## src/sv/lbk_pkg.sv

```systemverilog
`default_nettype none
// ----------------------------------------------------------------------------
// lbk_pkg
// Types and constants shared by the lookback option path payoff block.
// ----------------------------------------------------------------------------
package lbk_pkg;

	localparam int PRICE_W = 32;
	localparam int WIN_W   = 16;
	localparam int DISC_W  = 32;
	localparam int CFG_W   = 32;
	localparam int CFG_IDX_W = 3;
	localparam int DISC_FRAC = 30;
	localparam int MID_DEPTH = 2;
	localparam int OUT_DEPTH = 4;

	localparam logic [CFG_IDX_W-1:0] REG_FLOATING_MODE   = 3'd0;
	localparam logic [CFG_IDX_W-1:0] REG_IS_CALL         = 3'd1;
	localparam logic [CFG_IDX_W-1:0] REG_STRIKE_PRICE    = 3'd2;
	localparam logic [CFG_IDX_W-1:0] REG_DISCOUNT_FACTOR = 3'd3;
	localparam logic [CFG_IDX_W-1:0] REG_WINDOW_START    = 3'd4;
	localparam logic [CFG_IDX_W-1:0] REG_WINDOW_END      = 3'd5;

	localparam logic [DISC_W-1:0] DISC_RESET    = 32'h4000_0000;
	localparam logic [WIN_W-1:0]  WIN_END_RESET = 16'hFFFF;

	typedef struct packed {
		logic [PRICE_W-1:0] price;
		logic               last_sample;
	} item_t;

	typedef struct packed {
		logic [PRICE_W-1:0] discounted_payoff;
		logic [PRICE_W-1:0] extreme_value;
		logic               window_empty;
		logic               path_end;
	} result_t;

	typedef struct packed {
		logic               floating_mode;
		logic               is_call;
		logic [PRICE_W-1:0] strike_price;
		logic [DISC_W-1:0]  discount_factor;
		logic [WIN_W-1:0]   window_start;
		logic [WIN_W-1:0]   window_end;
	} cfg_t;

	// finished path handed from front to back
	typedef struct packed {
		logic [PRICE_W-1:0] extreme;
		logic [PRICE_W-1:0] price;
		logic               seen;
	} path_rec_t;

endpackage
`default_nettype wire

```

## src/sv/lbk_queue.sv

```systemverilog
`default_nettype none
// ----------------------------------------------------------------------------
// lbk_queue
// Small register queue with occupancy count.
// ----------------------------------------------------------------------------
module lbk_queue #(
	parameter int W     = 8,
	parameter int DEPTH = 2
) (
	input  wire logic                         clk,
	input  wire logic                         arst_n,
	input  wire logic                         wr,
	input  wire logic [W-1:0]                 wr_data,
	input  wire logic                         rd,
	output logic      [W-1:0]                 rd_data,
	output logic                              full,
	output logic                              empty,
	output logic      [$clog2(DEPTH+1)-1:0]   count
);

	localparam int PW = $clog2(DEPTH);
	localparam int CW = $clog2(DEPTH + 1);
	localparam logic [PW-1:0] LAST_PTR = PW'(DEPTH - 1);

	logic [W-1:0]  mem_q [DEPTH];
	logic [PW-1:0] wr_ptr_q;
	logic [PW-1:0] rd_ptr_q;
	logic [CW-1:0] count_q;
	logic          do_wr;
	logic          do_rd;

	assign full    = (count_q == CW'(DEPTH));
	assign empty   = (count_q == '0);
	assign count   = count_q;
	assign rd_data = mem_q[rd_ptr_q];
	assign do_wr   = wr && !full;
	assign do_rd   = rd && !empty;

	always_ff @(posedge clk or negedge arst_n) begin
		if (!arst_n) begin
			wr_ptr_q <= '0;
			rd_ptr_q <= '0;
			count_q  <= '0;
		end else begin
			if (do_wr) begin
				wr_ptr_q <= (wr_ptr_q == LAST_PTR) ? '0 : wr_ptr_q + 1'b1;
			end
			if (do_rd) begin
				rd_ptr_q <= (rd_ptr_q == LAST_PTR) ? '0 : rd_ptr_q + 1'b1;
			end
			if (do_wr && !do_rd) begin
				count_q <= count_q + 1'b1;
			end else if (do_rd && !do_wr) begin
				count_q <= count_q - 1'b1;
			end
		end
	end

	always_ff @(posedge clk) begin
		if (do_wr) begin
			mem_q[wr_ptr_q] <= wr_data;
		end
	end

endmodule
`default_nettype wire

```

## src/sv/lbk_front.sv

```systemverilog
`default_nettype none
// ----------------------------------------------------------------------------
// lbk_front
// Sample indexing, window check and running extreme per path.
// ----------------------------------------------------------------------------
module lbk_front #(
	parameter int MAX_PATH_LEN = 65536
) (
	input  wire logic               clk,
	input  wire logic               arst_n,
	input  wire lbk_pkg::cfg_t      cfg,
	input  wire logic               push,
	input  wire lbk_pkg::item_t     item,
	output logic                    full,
	input  wire logic               rec_full,
	output logic                    rec_push,
	output lbk_pkg::path_rec_t      rec
);

	localparam int IDX_W = $clog2(MAX_PATH_LEN);
	localparam logic [IDX_W-1:0] IDX_MAX = IDX_W'(MAX_PATH_LEN - 1);

	logic [IDX_W-1:0]             idx_q;
	logic [lbk_pkg::PRICE_W-1:0]  ext_q;
	logic                         seen_q;

	logic                         accept;
	logic                         take_max;
	logic [lbk_pkg::WIN_W-1:0]    idx_w;
	logic                         in_win;
	logic                         better;
	logic [lbk_pkg::PRICE_W-1:0]  ext_n;
	logic                         seen_n;

	assign full     = rec_full;
	assign accept   = push && !rec_full;
	assign take_max = cfg.is_call ^ cfg.floating_mode;
	assign idx_w    = lbk_pkg::WIN_W'(idx_q);
	assign in_win   = (idx_q != '0) && (idx_w > cfg.window_start)
		&& (idx_w <= cfg.window_end);
	assign better   = take_max ? (item.price > ext_q) : (item.price < ext_q);
	assign ext_n    = (in_win && (!seen_q || better)) ? item.price : ext_q;
	assign seen_n   = seen_q || in_win;

	assign rec_push    = accept && item.last_sample;
	assign rec.extreme = ext_n;
	assign rec.price   = item.price;
	assign rec.seen    = seen_n;

	always_ff @(posedge clk or negedge arst_n) begin
		if (!arst_n) begin
			idx_q  <= '0;
			ext_q  <= '0;
			seen_q <= 1'b0;
		end else if (accept) begin
			if (item.last_sample) begin
				idx_q  <= '0;
				ext_q  <= '0;
				seen_q <= 1'b0;
			end else begin
				idx_q  <= (idx_q == IDX_MAX) ? idx_q : idx_q + 1'b1;
				ext_q  <= ext_n;
				seen_q <= seen_n;
			end
		end
	end

endmodule
`default_nettype wire

```

## src/sv/lbk_back.sv

```systemverilog
`default_nettype none
// ----------------------------------------------------------------------------
// lbk_back
// Payoff, discount multiply with saturation, and result queue.
// ----------------------------------------------------------------------------
module lbk_back (
	input  wire logic                 clk,
	input  wire logic                 arst_n,
	input  wire lbk_pkg::cfg_t        cfg,
	input  wire logic                 rec_empty,
	input  wire lbk_pkg::path_rec_t   rec,
	output logic                      rec_pop,
	input  wire logic                 pop,
	output logic                      empty,
	output lbk_pkg::result_t          result
);

	localparam int PW = lbk_pkg::PRICE_W;
	localparam int PRODW = PW + lbk_pkg::DISC_W;
	localparam int CW = $clog2(lbk_pkg::OUT_DEPTH + 1);

	logic            valid_s1;
	logic [PW-1:0]   payoff_s1;
	logic [PW-1:0]   ext_s1;
	logic            wempty_s1;

	logic            valid_s2;
	logic [PRODW-1:0] prod_s2;
	logic [PW-1:0]   ext_s2;
	logic            wempty_s2;

	logic [PW-1:0]   op_a;
	logic [PW-1:0]   op_b;
	logic [PW-1:0]   payoff;
	logic [PRODW-lbk_pkg::DISC_FRAC-1:0] scaled;
	lbk_pkg::result_t res_in;
	logic [CW-1:0]   out_count;
	logic [CW-1:0]   busy;
	logic            out_full;

	// difference operands by mode and option type
	always_comb begin
		if (cfg.floating_mode) begin
			op_a = cfg.is_call ? rec.price : rec.extreme;
			op_b = cfg.is_call ? rec.extreme : rec.price;
		end else begin
			op_a = cfg.is_call ? rec.extreme : cfg.strike_price;
			op_b = cfg.is_call ? cfg.strike_price : rec.extreme;
		end
		payoff = (rec.seen && (op_a > op_b)) ? op_a - op_b : '0;
	end

	assign busy    = out_count + CW'(valid_s1) + CW'(valid_s2);
	assign rec_pop = !rec_empty && (busy < CW'(lbk_pkg::OUT_DEPTH));

	always_ff @(posedge clk or negedge arst_n) begin
		if (!arst_n) begin
			valid_s1 <= 1'b0;
			valid_s2 <= 1'b0;
		end else begin
			valid_s1 <= rec_pop;
			valid_s2 <= valid_s1;
		end
	end

	always_ff @(posedge clk) begin
		payoff_s1 <= payoff;
		ext_s1    <= rec.seen ? rec.extreme : '0;
		wempty_s1 <= !rec.seen;
		prod_s2   <= PRODW'(payoff_s1) * PRODW'(cfg.discount_factor);
		ext_s2    <= ext_s1;
		wempty_s2 <= wempty_s1;
	end

	assign scaled = prod_s2[PRODW-1:lbk_pkg::DISC_FRAC];

	always_comb begin
		res_in.discounted_payoff = (|scaled[PRODW-lbk_pkg::DISC_FRAC-1:PW]) ? '1
			: scaled[PW-1:0];
		res_in.extreme_value = ext_s2;
		res_in.window_empty  = wempty_s2;
		res_in.path_end      = 1'b1;
	end

	lbk_queue #(
		.W     ($bits(lbk_pkg::result_t)),
		.DEPTH (lbk_pkg::OUT_DEPTH)
	) u_out_queue (
		.clk     (clk),
		.arst_n  (arst_n),
		.wr      (valid_s2),
		.wr_data (res_in),
		.rd      (pop),
		.rd_data (result),
		.full    (out_full),
		.empty   (empty),
		.count   (out_count)
	);

	logic unused_full;
	assign unused_full = out_full;

endmodule
`default_nettype wire

```

## src/sv/lookback_option_path_payoff.sv

```systemverilog
`default_nettype none
// ----------------------------------------------------------------------------
// lookback_option_path_payoff
// Lookback option payoff over a streamed price path.
// ----------------------------------------------------------------------------
// result path: last sample -> mid queue -> payoff and product registers -> result queue
// throughput: one sample per cycle while the mid queue has room (full stalls samples),
//   one path result per cycle while the result queue and its pipeline have room
// reset: asynchronous, clears path state and both queues, registers to defaults
// ----------------------------------------------------------------------------
module lookback_option_path_payoff #(
	parameter int MAX_PATH_LEN = 65536
) (
	input  wire logic                              clk,
	input  wire logic                              arst_n,
	input  wire logic                              push,
	input  wire lbk_pkg::item_t                    item,
	output logic                                   full,
	output logic                                   empty,
	input  wire logic                              pop,
	output lbk_pkg::result_t                       result,
	input  wire logic                              cfg_write,
	input  wire logic [lbk_pkg::CFG_IDX_W-1:0]     cfg_index,
	input  wire logic [lbk_pkg::CFG_W-1:0]         cfg_data
);

	lbk_pkg::cfg_t      cfg_q;
	lbk_pkg::path_rec_t rec_wr;
	lbk_pkg::path_rec_t rec_rd;
	logic               rec_push;
	logic               rec_pop;
	logic               rec_full;
	logic               rec_empty;
	logic [$clog2(lbk_pkg::MID_DEPTH+1)-1:0] rec_count;
	logic               unused_count;

	always_ff @(posedge clk or negedge arst_n) begin
		if (!arst_n) begin
			cfg_q.floating_mode   <= 1'b0;
			cfg_q.is_call         <= 1'b1;
			cfg_q.strike_price    <= '0;
			cfg_q.discount_factor <= lbk_pkg::DISC_RESET;
			cfg_q.window_start    <= '0;
			cfg_q.window_end      <= lbk_pkg::WIN_END_RESET;
		end else if (cfg_write) begin
			case (cfg_index)
				lbk_pkg::REG_FLOATING_MODE: begin
					cfg_q.floating_mode <= cfg_data[0];
				end
				lbk_pkg::REG_IS_CALL: begin
					cfg_q.is_call <= cfg_data[0];
				end
				lbk_pkg::REG_STRIKE_PRICE: begin
					cfg_q.strike_price <= cfg_data[lbk_pkg::PRICE_W-1:0];
				end
				lbk_pkg::REG_DISCOUNT_FACTOR: begin
					cfg_q.discount_factor <= cfg_data[lbk_pkg::DISC_W-1:0];
				end
				lbk_pkg::REG_WINDOW_START: begin
					cfg_q.window_start <= cfg_data[lbk_pkg::WIN_W-1:0];
				end
				lbk_pkg::REG_WINDOW_END: begin
					cfg_q.window_end <= cfg_data[lbk_pkg::WIN_W-1:0];
				end
				default: begin
				end
			endcase
		end
	end

	lbk_front #(
		.MAX_PATH_LEN (MAX_PATH_LEN)
	) u_front (
		.clk      (clk),
		.arst_n   (arst_n),
		.cfg      (cfg_q),
		.push     (push),
		.item     (item),
		.full     (full),
		.rec_full (rec_full),
		.rec_push (rec_push),
		.rec      (rec_wr)
	);

	lbk_queue #(
		.W     ($bits(lbk_pkg::path_rec_t)),
		.DEPTH (lbk_pkg::MID_DEPTH)
	) u_mid_queue (
		.clk     (clk),
		.arst_n  (arst_n),
		.wr      (rec_push),
		.wr_data (rec_wr),
		.rd      (rec_pop),
		.rd_data (rec_rd),
		.full    (rec_full),
		.empty   (rec_empty),
		.count   (rec_count)
	);

	assign unused_count = |rec_count;

	lbk_back u_back (
		.clk       (clk),
		.arst_n    (arst_n),
		.cfg       (cfg_q),
		.rec_empty (rec_empty),
		.rec       (rec_rd),
		.rec_pop   (rec_pop),
		.pop       (pop),
		.empty     (empty),
		.result    (result)
	);

endmodule
`default_nettype wire
```

## config.mk

```make
export PLATFORM = sky130hd
export DESIGN_NAME = lookback_option_path_payoff
export DESIGN_NICKNAME = d
export VERILOG_FILES = /design/src/sv/lbk_pkg.sv /design/src/sv/lbk_queue.sv /design/src/sv/lbk_front.sv /design/src/sv/lbk_back.sv /design/src/sv/lookback_option_path_payoff.sv
export SDC_FILE = /design/constraint.sdc
export NUM_CORES = 2
export LEC_CHECK = 0
export BUFFER_PORTS_ARGS = -buffer_cell sky130_fd_sc_hd__buf_4
export CAP_MARGIN = 20
export CORE_ASPECT_RATIO = 1.25
export CORE_MARGIN = 2
export CORE_UTILIZATION = 50
export CTS_BUF_LIST = sky130_fd_sc_hd__clkbuf_4 sky130_fd_sc_hd__clkbuf_8
export CTS_CLUSTER_DIAMETER = 120
export DETAILED_ROUTE_END_ITERATION = 7
export GPL_ROUTABILITY_DRIVEN = 0
export HOLD_SLACK_MARGIN = 0.12
export PLACE_DENSITY = 0.69
export SETUP_SLACK_MARGIN = 0.1
export SLEW_MARGIN = 20
export SYNTH_ARGS = -nofsm -noshare
export SYNTH_HDL_FRONTEND = slang
export SYNTH_SLANG_ARGS = --single-unit
```

## constraint.sdc

```tcl
create_clock -name clk -period 7.3 [get_ports clk]
set_input_delay 2.19 -clock clk [delete_from_list [all_inputs] [get_ports clk]]
set_output_delay 2.19 -clock clk [all_outputs]
set_load 0.01 [all_outputs]
```

==> qor_table.md <==
| Item | Value | Unit |
| --- | --- | --- |
| CTS tree | yes | - |
| Register area share after synthesis | 30.2 | % |
| Endpoints failing setup | 7 | - |
| Top delay family on crit path | adder cells | - |
| Post-route DRC violation count | 0 | - |
| Ys flop type | edfxtp_1 | - |
| Area added between synthesis and finish | 15.2 | % |
| Worst path cell trace | buf_4, clkbuf_16, and2_1, fa_1, inv_1, fa_2, fa_2, fa_1, inv_1, fa_1, fa_1, fa_1, fa_1, ha_1, buf_4, a21o_1, a21oi_2, nand2_2, nor4b_4, nor3_2, or3_4, a31oi_4, xnor2_1 | - |
| First-pass GRT wire length | 255000 | um |
| Mean cell area of the mapped netlist | 11.1 | um^2 |
| Total Die Area | 125000 | um^2 |
| Slowest cell on crit path | fa_2 | - |
| Antenna violation net count after detailed routing | 0 | - |
| Fraction of layout instances using a drive strength above 1 | 19.9 | % |
| Number of buffers inserted by port buffering | 139 | - |
| Insertion delay of the later-clocked pin in the worst-skew pair | 0.78 | ns |
| Final Hold Viols | 0 | - |
| Initial detailed-routing violation count | 2798 | - |
| Overall overflow remaining after global route | 0 | - |
| Tightest Pin Transition | 1.08 | ns |
| Flop and latch count out of synthesis | 682 | - |
| Quantity of hold-fixing buffers added after cts | 0 | - |
| Instance area after placement | 66300 | um^2 |
| Worst path required time | 7.94 | ns |
| Number of antenna violations at the first check in global routing | 8 | - |
| Number of enable-type register cells in the synthesized netlist | 390 | - |
| Core outline area | 121000 | um^2 |
| Crit-path max cell delay | 0.57 | ns |
| Number of optimization iterations in the first detailed-route pass | 6 | - |
| Final-layout fill cell count | 9859 | - |
| Wire length on met3 | 9740 | um |
| Final worst-path cycle share | 102 | % |
| Highest-count cells in the layout ignoring fill and taps | 947 x inv_1, 854 x fa_1, 593 x and2_1 | - |
| Top fanout value on the critical path | 10 | - |
| Syn Nets | 6836 | - |
| Highest routed layer | met5 | - |
| Clock sinks | 682 | - |
| Vias in the first global route | 44727 | - |
| Pins over their slew limit | 0 | - |
| Die Span Y | 394 | um |
| Share of synthesized registers carrying an async set or reset | 23.5 | % |
| Finished Core Util | 57.8 | % |
| Post-DP HPWL | 129000 | um |
| Distinct cells, synth | 77 | - |
| Total number of vias | 41269 | - |
| Final net count | 7208 | - |
| Drt via density | 5.46 | - |
| Failing checks | setup timing | - |
| Setup Crit Path Kind | flop to flop | - |
| Unrepaired setup endpoints after global routing | true | - |
| Cell Rows | 143 | - |
| DRT Wirelength | 165000 | um |
| Peak clock frequency supported by timing | 135 | MHz |
| Most frequent standard cell in the layout excluding fill and tap cells | inv_1 | - |
| Routed metal-1 wire length | 61800 | um |
| Clock period minus worst slack | 7.42 | ns |
| Clock transition time at the flip-flop clock pins of the worst setup and hold paths | 0.07 | ns |
| Largest net degree at the start of global routing | 93 | - |
| Max-slew headroom at the worst pin | 28.0 | % |
| Detailed route wirelength on metal2 | 82700 | um |
| Wire per inst | 21.8 | um |
| Arr. time, crit path | 8.05 | ns |
| Cell area after synthesis | 60900 | um^2 |
| Post-route design area | 70200 | um^2 |
| Kind of end point of the critical path | flop | - |
| Number of levels in the clock H-tree | 3 | - |
| Status | finished with violations | - |
| Effective utilization at floorplan | 50.2 | % |
| Cells after Synth | 5500 | - |
| CTS Buf Count | 108 | - |
| Setup skew after layout | 0.0688 | ns |
| IO Pins | 141 | - |
| PnR worst setup slack | -0.116 | ns |
| Class of the most critical hold timing path | flop to flop | - |
| Yosys warning count | 0 | - |
| Max-Cap Viols | 0 | - |
| Clock root buffer | clkbuf_8 | - |
| Cell seen most often among critical-path stages | fa_1 | - |
| Number of buffers and inverters on the critical path | 5 | - |
| CTS Buffer Depth | 3 | - |
| Horizontal extent of the die | 316 | um |
| Global-route usage over all layers | 26.9 | % |
| Startpoint types | flop | - |
-- repair_timing --
item | 4_1_cts | 5_1_grt
pin swaps | 79 | 72
buffers inserted | 20 | 12
endpoints found under the hold margin | 0 | 0
resized for setup | 133 | 120
endpoints found under the setup margin | 32 | 31
cloned | 1 | 3
-- cell families (layout without fill, tap and decap cells) --
group	after synthesis	count (layout)	synth area share, %
AO/OA/AOI/OAI	460	460	4.96
multiplexers	313	313	6.72
adder cells (fa/ha/maj)	1263	1263	37.0
XOR/XNOR	80	80	1.15
other	1	3	0.00615
AND/OR/NAND/NOR	1462	1462	12.3
flip-flops	682	682	30.2
buffers and inverters	1239	1707	7.67
-- Yosys cell counts, drive strengths merged (10+ instances only) --
cell / count / area, um^2
o21a: 19 / 143
fa: 897 / 18000
a22o: 27 / 269
o21ai: 107 / 539
a211oi: 11 / 82.6
and2: 611 / 3820
ha: 366 / 4580
a21o: 77 / 578
dfstp: 18 / 473
buf: 24 / 111
inv: 962 / 3610
edfxtp: 390 / 11700
or3: 42 / 263
nand2b: 12 / 75.1
dfxtp: 132 / 2640
nor2: 133 / 499
a21oi: 127 / 636
mux2i: 128 / 1280
nor3: 17 / 96.4
mux4: 65 / 1460
nor2b: 16 / 100
clkbuf: 253 / 950
xor2: 41 / 359
nand3: 22 / 110
o21bai: 12 / 90.1
o31ai: 10 / 75.1
nand2: 523 / 1960
mux2: 120 / 1350
a31oi: 14 / 103
xnor2: 39 / 342
and3: 14 / 87.6
dfrtp: 142 / 3550
nand4: 33 / 206
and4: 10 / 87.6
-- per-stage QoR --
stage / TNS, ns / instances / hold slack (ns) / setup slack [ns]
after global routing: -3.44 / 7564 / 0.325 / -0.337
after global placement: -7.58 / 7324 / 0.311 / -0.595
after CTS: -0.179 / 7550 / 0.319 / -0.132
after detailed placement: -8.50 / 7324 / 0.312 / -0.586
after floorplan: 0 / 5500 / 0.310 / 0.173
final: -0.372 / 7565 / 0.322 / -0.116
-- worst register-to-register path, stage by stage, from the launching register on --
cell,delay (ns)
dfrtp_2,0.43
buf_4,0.17
clkbuf_16,0.18
and2_1,0.17
fa_1,0.53
inv_1,0.05
fa_2,0.57
fa_2,0.45
fa_1,0.51
inv_1,0.07
fa_1,0.57
fa_1,0.46
fa_1,0.52
fa_1,0.41
ha_1,0.31
buf_4,0.19
a21o_1,0.18
a21oi_2,0.19
nand2_2,0.11
nor4b_4,0.42
nor3_2,0.14
or3_4,0.37
a31oi_4,0.19
xnor2_1,0.14
-- state kept, by name, indices dropped and copies added, names as in the netlist --
name                         count
u_front.ext_q                   32
u_mid_queue.rd_ptr_q             1
u_mid_queue.mem_q              130
u_back.ext_s2                   32
u_mid_queue.count                2
u_back.u_out_queue.wr_ptr_q      2
u_mid_queue.wr_ptr_q             1
u_back.prod_s2                  34
u_front.seen_q                   1
u_back.wempty_s2                 1
u_back.u_out_queue.mem_q       260
u_back.u_out_queue.count         3
u_back.wempty_s1                 1
u_back.valid_s1                  1
u_back.u_out_queue.rd_ptr_q      2
u_front.idx_q                   16
u_back.valid_s2                  1
u_back.payoff_s1                32
u_back.ext_s1                   32
cfg_q                           98
-- final cells by class --
| type | count | area, um^2 | area share [%] |
|---|---|---|---|
| Tap cell | 1595 | 2000 | 2.84 |
| Sequential cell | 682 | 18400 | 26.3 |
| Multi-Input combinational cell | 3579 | 38800 | 55.3 |
| Clock inverter | 50 | 563 | 0.802 |
| Clock buffer | 156 | 1950 | 2.78 |
| Timing Repair Buffer | 539 | 4810 | 6.86 |
| Antenna cell | 2 | 5.00 | 0.00713 |
| Inverter | 962 | 3610 | 5.15 |
-- worst paths after layout --
kind,startpoint,end,slack [ns],cells after the start
max in group asynchronous,arst_n,cfg_q[58],4.45,2
worst max-delay path,cfg_q[43],u_back.prod_s2[62],-0.12,23
worst min-delay path,u_back.wempty_s1,u_back.wempty_s2,0.32,0
min in group asynchronous,arst_n,u_front.ext_q[11],1.57,1
worst min register to register,u_back.wempty_s1,u_back.wempty_s2,0.32,0
worst max register to register,cfg_q[43],u_back.prod_s2[62],-0.12,23
-- layer usage --
layer / vias up / track usage, %
met5: - / 0
met2: 1497 / 45.9
met3: 473 / 3.89
met1: 21083 / 32.7
met4: 10 / 14.4
li1: 18206 / -
Power is left out: the tool's default activity adds up to more than one toggle a clock period on the data nets, which glitch-free logic cannot reach.
